==> src/design/cbc_pkg.sv <==
// Shared types, sizes and codes of the cartridge bank controller.
`default_nettype none
package cbc_pkg;

	localparam int ROM_MAX_BYTES = 2097152;
	localparam int RAM_MAX_BYTES = 32768;

	localparam int ROM_AW = $clog2(ROM_MAX_BYTES);
	localparam int RAM_AW = $clog2(RAM_MAX_BYTES);
	localparam int ROM_LIM_W = 22;
	localparam int RAM_LIM_W = 16;
	localparam int CFG_IDX_W = 2;

	localparam logic [ROM_LIM_W-1:0] ROM_MAX = ROM_LIM_W'(ROM_MAX_BYTES);
	localparam logic [RAM_LIM_W-1:0] RAM_MAX = RAM_LIM_W'(RAM_MAX_BYTES);
	localparam logic [ROM_LIM_W-1:0] LARGE_ROM_LIMIT = ROM_LIM_W'(512 * 1024);
	localparam logic [ROM_LIM_W-1:0] ROM_BYTES_RESET = ROM_LIM_W'(32768);
	localparam logic [RAM_AW-1:0] CLEAR_LAST = RAM_AW'(RAM_MAX_BYTES - 1);

	localparam logic [7:0] OPEN_BUS = 8'hFF;
	localparam logic [3:0] RAM_ENABLE_KEY = 4'hA;

	localparam logic [CFG_IDX_W-1:0] CFG_ROM_BYTES = 2'd0;
	localparam logic [CFG_IDX_W-1:0] CFG_RAM_BYTES = 2'd1;

	typedef enum logic [2:0] {
		CMD_ROM_READ   = 3'd0,
		CMD_CTRL_WRITE = 3'd1,
		CMD_RAM_READ   = 3'd2,
		CMD_RAM_WRITE  = 3'd3,
		CMD_ROM_LOAD   = 3'd4
	} cmd_t;

	typedef enum logic [1:0] {
		REG_RAM_ENABLE = 2'd0,
		REG_ROM_BANK   = 2'd1,
		REG_UPPER_BANK = 2'd2,
		REG_BANK_MODE  = 2'd3
	} ctrl_reg_t;

	typedef enum logic [1:0] {
		SRC_ECHO = 2'd0,
		SRC_ROM  = 2'd1,
		SRC_RAM  = 2'd2
	} src_t;

	typedef enum logic {
		ST_CLEAR = 1'b0,
		ST_RUN   = 1'b1
	} state_t;

	typedef struct packed {
		logic              rom_rd;
		logic              rom_wr;
		logic [ROM_AW-1:0] rom_addr;
		logic              ram_rd;
		logic              ram_wr;
		logic [RAM_AW-1:0] ram_addr;
		src_t              src;
		logic [7:0]        echo_data;
		logic              open;
	} req_t;

endpackage
`default_nettype wire

==> src/design/cbc_map.sv <==
// Bank and size registers with the address translation of one bus access.
`default_nettype none
module cbc_map (
	input  wire logic                            clk,
	input  wire logic                            arst_n,
	input  wire logic                            cfg_we,
	input  wire logic [cbc_pkg::CFG_IDX_W-1:0]   cfg_index,
	input  wire logic [cbc_pkg::ROM_LIM_W-1:0]   cfg_data,
	input  wire logic                            accept,
	input  wire logic [2:0]                      cmd,
	input  wire logic [14:0]                     address,
	input  wire logic [20:0]                     load_offset,
	input  wire logic [7:0]                      write_data,
	output cbc_pkg::req_t                        req
);

	logic [cbc_pkg::ROM_LIM_W-1:0] rom_bytes_q;
	logic [cbc_pkg::RAM_LIM_W-1:0] ram_bytes_q;
	logic                          ram_enabled_q;
	logic [4:0]                    low_rom_bank_q;
	logic [1:0]                    upper_bank_q;
	logic                          bank_mode_q;

	logic [cbc_pkg::ROM_LIM_W-1:0] rom_lim;
	logic [cbc_pkg::RAM_LIM_W-1:0] ram_lim;
	logic                          big_rom;
	logic [6:0]                    rom_bank;
	logic [1:0]                    ram_bank;
	logic [cbc_pkg::ROM_AW-1:0]    rom_off;
	logic [cbc_pkg::RAM_AW-1:0]    ram_off;

	always_ff @(posedge clk or negedge arst_n) begin
		if (!arst_n) begin
			rom_bytes_q <= cbc_pkg::ROM_BYTES_RESET;
			ram_bytes_q <= '0;
		end else if (cfg_we) begin
			if (cfg_index == cbc_pkg::CFG_ROM_BYTES) begin
				rom_bytes_q <= cfg_data;
			end else if (cfg_index == cbc_pkg::CFG_RAM_BYTES) begin
				ram_bytes_q <= cfg_data[cbc_pkg::RAM_LIM_W-1:0];
			end
		end
	end

	always_ff @(posedge clk or negedge arst_n) begin
		if (!arst_n) begin
			ram_enabled_q  <= 1'b0;
			low_rom_bank_q <= 5'd1;
			upper_bank_q   <= 2'd0;
			bank_mode_q    <= 1'b0;
		end else if (accept && cmd == cbc_pkg::CMD_CTRL_WRITE) begin
			case (cbc_pkg::ctrl_reg_t'(address[14:13]))
				cbc_pkg::REG_RAM_ENABLE: begin
					ram_enabled_q <= (write_data[3:0] == cbc_pkg::RAM_ENABLE_KEY);
				end
				cbc_pkg::REG_ROM_BANK: begin
					low_rom_bank_q <= (write_data[4:0] == 5'd0) ? 5'd1 : write_data[4:0];
				end
				cbc_pkg::REG_UPPER_BANK: begin
					upper_bank_q <= write_data[1:0];
				end
				default: begin
					bank_mode_q <= write_data[0];
				end
			endcase
		end
	end

	always_comb begin
		rom_lim = (rom_bytes_q > cbc_pkg::ROM_MAX) ? cbc_pkg::ROM_MAX : rom_bytes_q;
		ram_lim = (ram_bytes_q > cbc_pkg::RAM_MAX) ? cbc_pkg::RAM_MAX : ram_bytes_q;
		big_rom = (rom_lim > cbc_pkg::LARGE_ROM_LIMIT);

		if (!address[14]) begin
			rom_bank = (bank_mode_q && big_rom) ? {upper_bank_q, 5'd0} : 7'd0;
		end else begin
			rom_bank = {(big_rom ? upper_bank_q : 2'd0), low_rom_bank_q};
		end
		rom_off  = {rom_bank, address[13:0]};
		ram_bank = (bank_mode_q && !big_rom) ? upper_bank_q : 2'd0;
		ram_off  = {ram_bank, address[12:0]};
	end

	always_comb begin
		req           = '0;
		req.rom_addr  = rom_off;
		req.ram_addr  = ram_off;
		req.src       = cbc_pkg::SRC_ECHO;
		req.echo_data = cbc_pkg::OPEN_BUS;
		req.open      = 1'b1;
		case (cmd)
			cbc_pkg::CMD_ROM_READ: begin
				if ({1'b0, rom_off} < rom_lim) begin
					req.rom_rd = 1'b1;
					req.src    = cbc_pkg::SRC_ROM;
					req.open   = 1'b0;
				end
			end
			cbc_pkg::CMD_RAM_READ: begin
				if (ram_enabled_q && {1'b0, ram_off} < ram_lim) begin
					req.ram_rd = 1'b1;
					req.src    = cbc_pkg::SRC_RAM;
					req.open   = 1'b0;
				end
			end
			cbc_pkg::CMD_RAM_WRITE: begin
				if (ram_enabled_q && {1'b0, ram_off} < ram_lim) begin
					req.ram_wr    = 1'b1;
					req.echo_data = write_data;
					req.open      = 1'b0;
				end
			end
			cbc_pkg::CMD_ROM_LOAD: begin
				req.rom_addr = load_offset;
				if ({1'b0, load_offset} < cbc_pkg::ROM_MAX) begin
					req.rom_wr    = 1'b1;
					req.echo_data = write_data;
					req.open      = 1'b0;
				end
			end
			default: begin
				req.open = 1'b1;
			end
		endcase
	end

endmodule
`default_nettype wire

==> config.mk <==
export PLATFORM = sky130hd
export DESIGN_NAME = cbc_map
export DESIGN_NICKNAME = d
export VERILOG_FILES = /design/src/design/cbc_pkg.sv /design/src/design/cbc_map.sv
export SDC_FILE = /design/constraint.sdc
export NUM_CORES = 1
export LEC_CHECK = 0
export BUFFER_PORTS_ARGS = -buffer_cell sky130_fd_sc_hd__clkbuf_2
export CAP_MARGIN = 20
export CORE_ASPECT_RATIO = 0.8
export CORE_MARGIN = 2
export CORE_UTILIZATION = 46
export CTS_BUF_LIST = sky130_fd_sc_hd__clkbuf_4 sky130_fd_sc_hd__clkbuf_8
export DETAILED_ROUTE_END_ITERATION = 16
export PLACE_DENSITY = 0.79
export SETUP_SLACK_MARGIN = 0.3
export SYNTH_ARGS = -nofsm -noshare
export SYNTH_HDL_FRONTEND = slang
export SYNTH_SLANG_ARGS = --single-unit
==> constraint.sdc <==
create_clock -name clk -period 3.08 [get_ports clk]
set_input_delay 0.154 -clock clk [delete_from_list [all_inputs] [get_ports clk]]
set_output_delay 0.154 -clock clk [all_outputs]
set_load 0.02 [all_outputs]
-- After elaboration in Yosys (flattened, before gate mapping)
Index checks and enable logic that the tools add are counted.
- register bits after elaboration: 47
- bits of input ports: 75
- output and inout bits: 51
- $lt $le $gt $ge: 5
- eq/ne operators: 8
- mux-type cells: 21
- bitwise operators: 2
- reduce and logical (&&, ||, !) cells: 16
- operators with widths (operator ; count):
    two-way mux 22 bit ; 2
    > comparator 22 x 20 -> 1 bit (second input constant) ; 1
    > comparator 22 bit (second input constant) ; 1
    < comparator 21 x 22 -> 1 bit ; 1
    > comparator 16 bit (second input constant) ; 1
    < comparator 15 x 16 -> 1 bit ; 1
    two-way mux 16 bit ; 1
    one-hot mux 8 bit (2 select lines) ; 1
    two-way mux 7 bit ; 2
    AND reduction 2 bit ; 5
    two-way mux 9 bit ; 1
    two-way mux 1 bit ; 8
    equality test 3 x 2 -> 1 bit (second input constant) ; 2
    two-way mux 2 bit ; 3
    zero test 5 bit ; 1
    two-way mux 5 bit ; 1
    equality test 2 x 1 -> 1 bit (second input constant) ; 2
    equality test 4 bit (second input constant) ; 1
    logical AND 1 bit ; 4
    zero test 2 bit ; 2
    one-hot mux 1 bit (4 select lines) ; 1
    one-hot mux 2 bit (2 select lines) ; 1
    equality test 3 x 1 -> 1 bit (second input constant) ; 1
    equality test 3 bit (second input constant) ; 1
    6 further kinds ; 7

-- Logic depth before layout (Yosys ltp)
- depth after elaboration: 10
- depth in mapped cells: 12

-- Worst setup path before layout
No wires, ideal clock.
- path kind: reg-to-output
- start: register rom_bytes_q[2] in the netlist's numbering
- end: output port req[50] in the netlist's numbering
- arrival: 3.247 ns
- required time: 2.926 ns
- path slack: -0.321 ns
- stages on the path, launching flop included: 12
- buffers on the path: 2
- cell sequence: dfrtp_1 -> or3_1 -> o41ai_4 -> buf_2 -> nand2_1 -> ha_1 -> nor4_1 -> o311ai_0 -> a311o_1 -> a211o_1 -> nor2_1 -> buf_4
- RTL lines (item ; RTL line ; text):
    from (decl) ; cbc_map.sv:17 ; logic [cbc_pkg::ROM_LIM_W-1:0] rom_bytes_q;
    from (signal assigned) ; cbc_map.sv:34 ; rom_bytes_q <= cbc_pkg::ROM_BYTES_RESET;
    from (signal assigned) ; cbc_map.sv:38 ; rom_bytes_q <= cfg_data;
    to (decl) ; cbc_map.sv:14 ; output cbc_pkg::req_t req

==> impl_metrics.ini <==
[outcome]
status = finished, violations left
violations = setup timing

[logic_synthesis]
syn_inst = 329
synth_top_area_share_pct = 33.30
synth_area_per_cell_um2 = 10.28
syn_area_um2 = 3382
ys_seq_area_share_pct = 34.85
ys_warn_count = 0
syn_nets = 438
yosysUniqueCellTypes = 41
synth-seq-cells = 47
yosysTopAreaCell = dfrtp_1
synth.area.top_cells = dfrtp_1 (33%), mux2_2 (21%), ha_1 (13%)

[sta]
whs_ps = 73.30
skew_ps = 0
hold_viol_final = 0
worst_pin_slew_ps = 842.7
finalCriticalPeriod_ps = 3786
fin_crit_sh_pct = 122.9
slew_viol_final = 0
finalWorstSetupSlack_ps = -706.0
setup_viol = 14
fmax_mhz = 264.1
slew_headroom_pct = 43.65
rsz0062_at_grt = yes

[drt]
wl_per_cell_um = 18.10
dr.pass1.iters = 4
drt_iter0_drc = 219
vias = 3248
drc = 0
routed_wl_um = 10500
viasPerCell = 5.600
postRouteAntennaNets = 0

[worst_setup_path]
regToRegStartpoint = rom_bytes_q[9]
rr_worst_depth = 3
worstSetupPathType = flop to primary output
r2r-end = rom_bytes_q[9]
arrival_ps = 3630
r2r_slack_ps = 2010
cp-start-kind = flop
crit_fanout = 8
endpoint_kind = primary output
crit_required_ps = 2930
crit_start = rom_bytes_q[12]

[finish]
diodes = 0
num-nets-final = 601
area_growth_pct = 45.54
fill_cells = 490
layout-drive-gt1-share_pct = 59.84
utilization_pct = 70.39

[grt]
top_usage_layer = met2
grt_pass1_wl_um = 16470
grt_pass1_vias = 3263
met1_usage_pct = 33.99
grt_start_max_net_pins = 26
track_usage_pct = 26.91
use_met3_pct = 5.570
antenna_found_initial = 0
gr-total-overflow = 0
grt_use_met2_pct = 45.34

[floorplan]
initial_core_util_pct = 48.36
placementRows = 27
core_um2 = 6993
die_area_um2 = 8058
die_x_um = 99.87
io_pins = 126
die_h_um = 80.69

[min_path]
hold_depth = 2
hp-class = input pin to flop
hp-start = cfg_data[20]
hold_end = rom_bytes_q[20]

[clocking]
clkTransAtPathRegs_ps = 90
numCtsBuffers = 5
cts_tree = yes
clockRootBuffer = clkbuf_8
cts_sinks = 47
worstSkewPairLatency_ps = 300
ctsHtreeMaxLevel = 2
cts_buffer_depth = 2

[placed_design]
place_congestion = 0.8926
place_ws_ps = -586.1
dp_hpwl_um = 7726
portBuffers = 125

[pwr]
irDropWorstVdd_v = 0.0002624
powerDensity_nw_per_um2 = 497.4
leakagePower_nw = 2.348

[flow_run]
maxCapViolCount = 0
-- report_power, final --
| part | internal, mW | switching [mW] | leakage, nW |
|---|---|---|---|
| Sequential | 0.739 | 0.109 | 0.560 |
| Combinational | 0.536 | 0.519 | 1.72 |
| Clock | 0.333 | 0.212 | 0.0688 |
-- layer usage --
metal	wire length (um)	share of wire [%]
met1	4551	43
met2	4946	47
met3	657	6.3
met4	340	3.2
met5	0	0
-- layout make-up --
class                   count  area, um^2  area share (%)
clock buffers               6       76.32           1.551
well taps                  87       108.9           2.211
clock inverters             2       60.06           1.220
flip-flops and latches     47        1179           23.95
inverters                   8       30.03          0.6101
multi-input cells         252        2305           46.82
repair buffers            178        1164           23.64
-- cell usage in the layout, fill, tap and decap left out, types with 2 or more instances in the layout --
master | netlist | final
nor2_4 | 0 | 6
nand2b_1 | 3 | 3
or2_4 | 0 | 8
clkbuf_2 | 0 | 111
nand3_1 | 3 | 2
o21ai_0 | 10 | 8
nand4_1 | 7 | 7
inv_1 | 8 | 8
nor3_1 | 5 | 5
nand2_1 | 42 | 40
a21oi_1 | 11 | 11
a22o_1 | 2 | 2
nor4_1 | 9 | 4
ha_2 | 0 | 4
buf_6 | 0 | 4
ha_4 | 0 | 5
buf_4 | 14 | 50
clkbuf_8 | 0 | 7
nor4b_2 | 0 | 2
bufinv_16 | 0 | 2
ha_1 | 34 | 25
a211o_1 | 2 | 2
nand3b_1 | 2 | 2
dfrtp_1 | 45 | 45
a211oi_2 | 0 | 2
buf_8 | 0 | 10
and2_1 | 7 | 7
nor2_1 | 20 | 14
mux2_2 | 64 | 64
nor4_4 | 0 | 2
a21o_1 | 2 | 2
nor4_2 | 0 | 3
dfstp_2 | 2 | 2
-- synth_stat cells --
cell type	count
mux2_2	64
dfrtp_1	45
nand2_1	42
ha_1	34
nor2_1	20
buf_4	14
a21oi_1	11
o21ai_0	10
nor4_1	9
inv_1	8
or2_1	8
and2_1	7
nand4_1	7
clkbuf_1	5
nor3_1	5
buf_2	3
nand2b_1	3
nand3_1	3
a211o_1	2
a211oi_1	2
a21o_1	2
a22o_1	2
and3_1	2
dfstp_2	2
nand3b_1	2
nor4b_1	2
a221o_1	1
a2bb2oi_1	1
a311o_1	1
a41o_1	1
a41oi_4	1
nand4b_4	1
nor3b_1	1
nor3b_2	1
o21a_1	1
o311a_1	1
o311ai_0	1
o41ai_4	1
or3_1	1
or4_1	1
or4b_1	1
-- logic make-up after synthesis --
group / after synthesis / synth area share, %
muxes: 64 / 21.31
DFF: 47 / 34.85
and+or+nand+nor: 116 / 17.68
AOI/OAI and AO/OA: 38 / 8.583
adders and majority gates: 34 / 12.58
buffers and inverters: 30 / 4.994
-- through the flow --
stage | power, mW | instance area, um^2 | std cells | TNS (ps)
detailed placement | 1.741 | 4369 | 558 | -7102
global route | 2.586 | 4922 | 580 | -11090
floorplan | 1.367 | 3476 | 329 | -45.90
global placement | 1.698 | 4369 | 558 | -5029
CTS | 2.395 | 4835 | 577 | -7801
finish | 2.449 | 4922 | 580 | -9380
-- critical path, stage by stage (launching register included) --
cell,delay (ps)
dfrtp_1,420
nor4_4,370
nand4_1,190
buf_4,180
o21ai_4,150
nand3_4,120
nor2_4,190
ha_4,180
nand4b_4,120
or4_4,440
a221o_1,380
a41oi_4,290
or2_4,190
buf_8,110
-- worst max path at each step --
stage,to,slack [ps]
global placement,req[2],-430
detailed placement,req[2],-590
finish,req[1],-710
global route,req[0],-850
floorplan,req[50],-30
CTS,req[2],-610
-- sequential cells by signal, summed over array words and instances, names as in the netlist --
| signal | count |
|---|---|
| rom_bytes_q | 22 |
| bank_mode_q | 1 |
| low_rom_bank_q | 5 |
| ram_bytes_q | 16 |
| upper_bank_q | 2 |
| ram_enabled_q | 1 |
-- repair_timing --
action                     CTS  global route
buffers inserted            10             3
hold buffers                 1             0
pin swaps                   26            15
resized for setup           45            23
hold endpoints to repair    20             0
setup endpoints to repair   14            14
No activity file was read; power rests on OpenSTA's default activity.
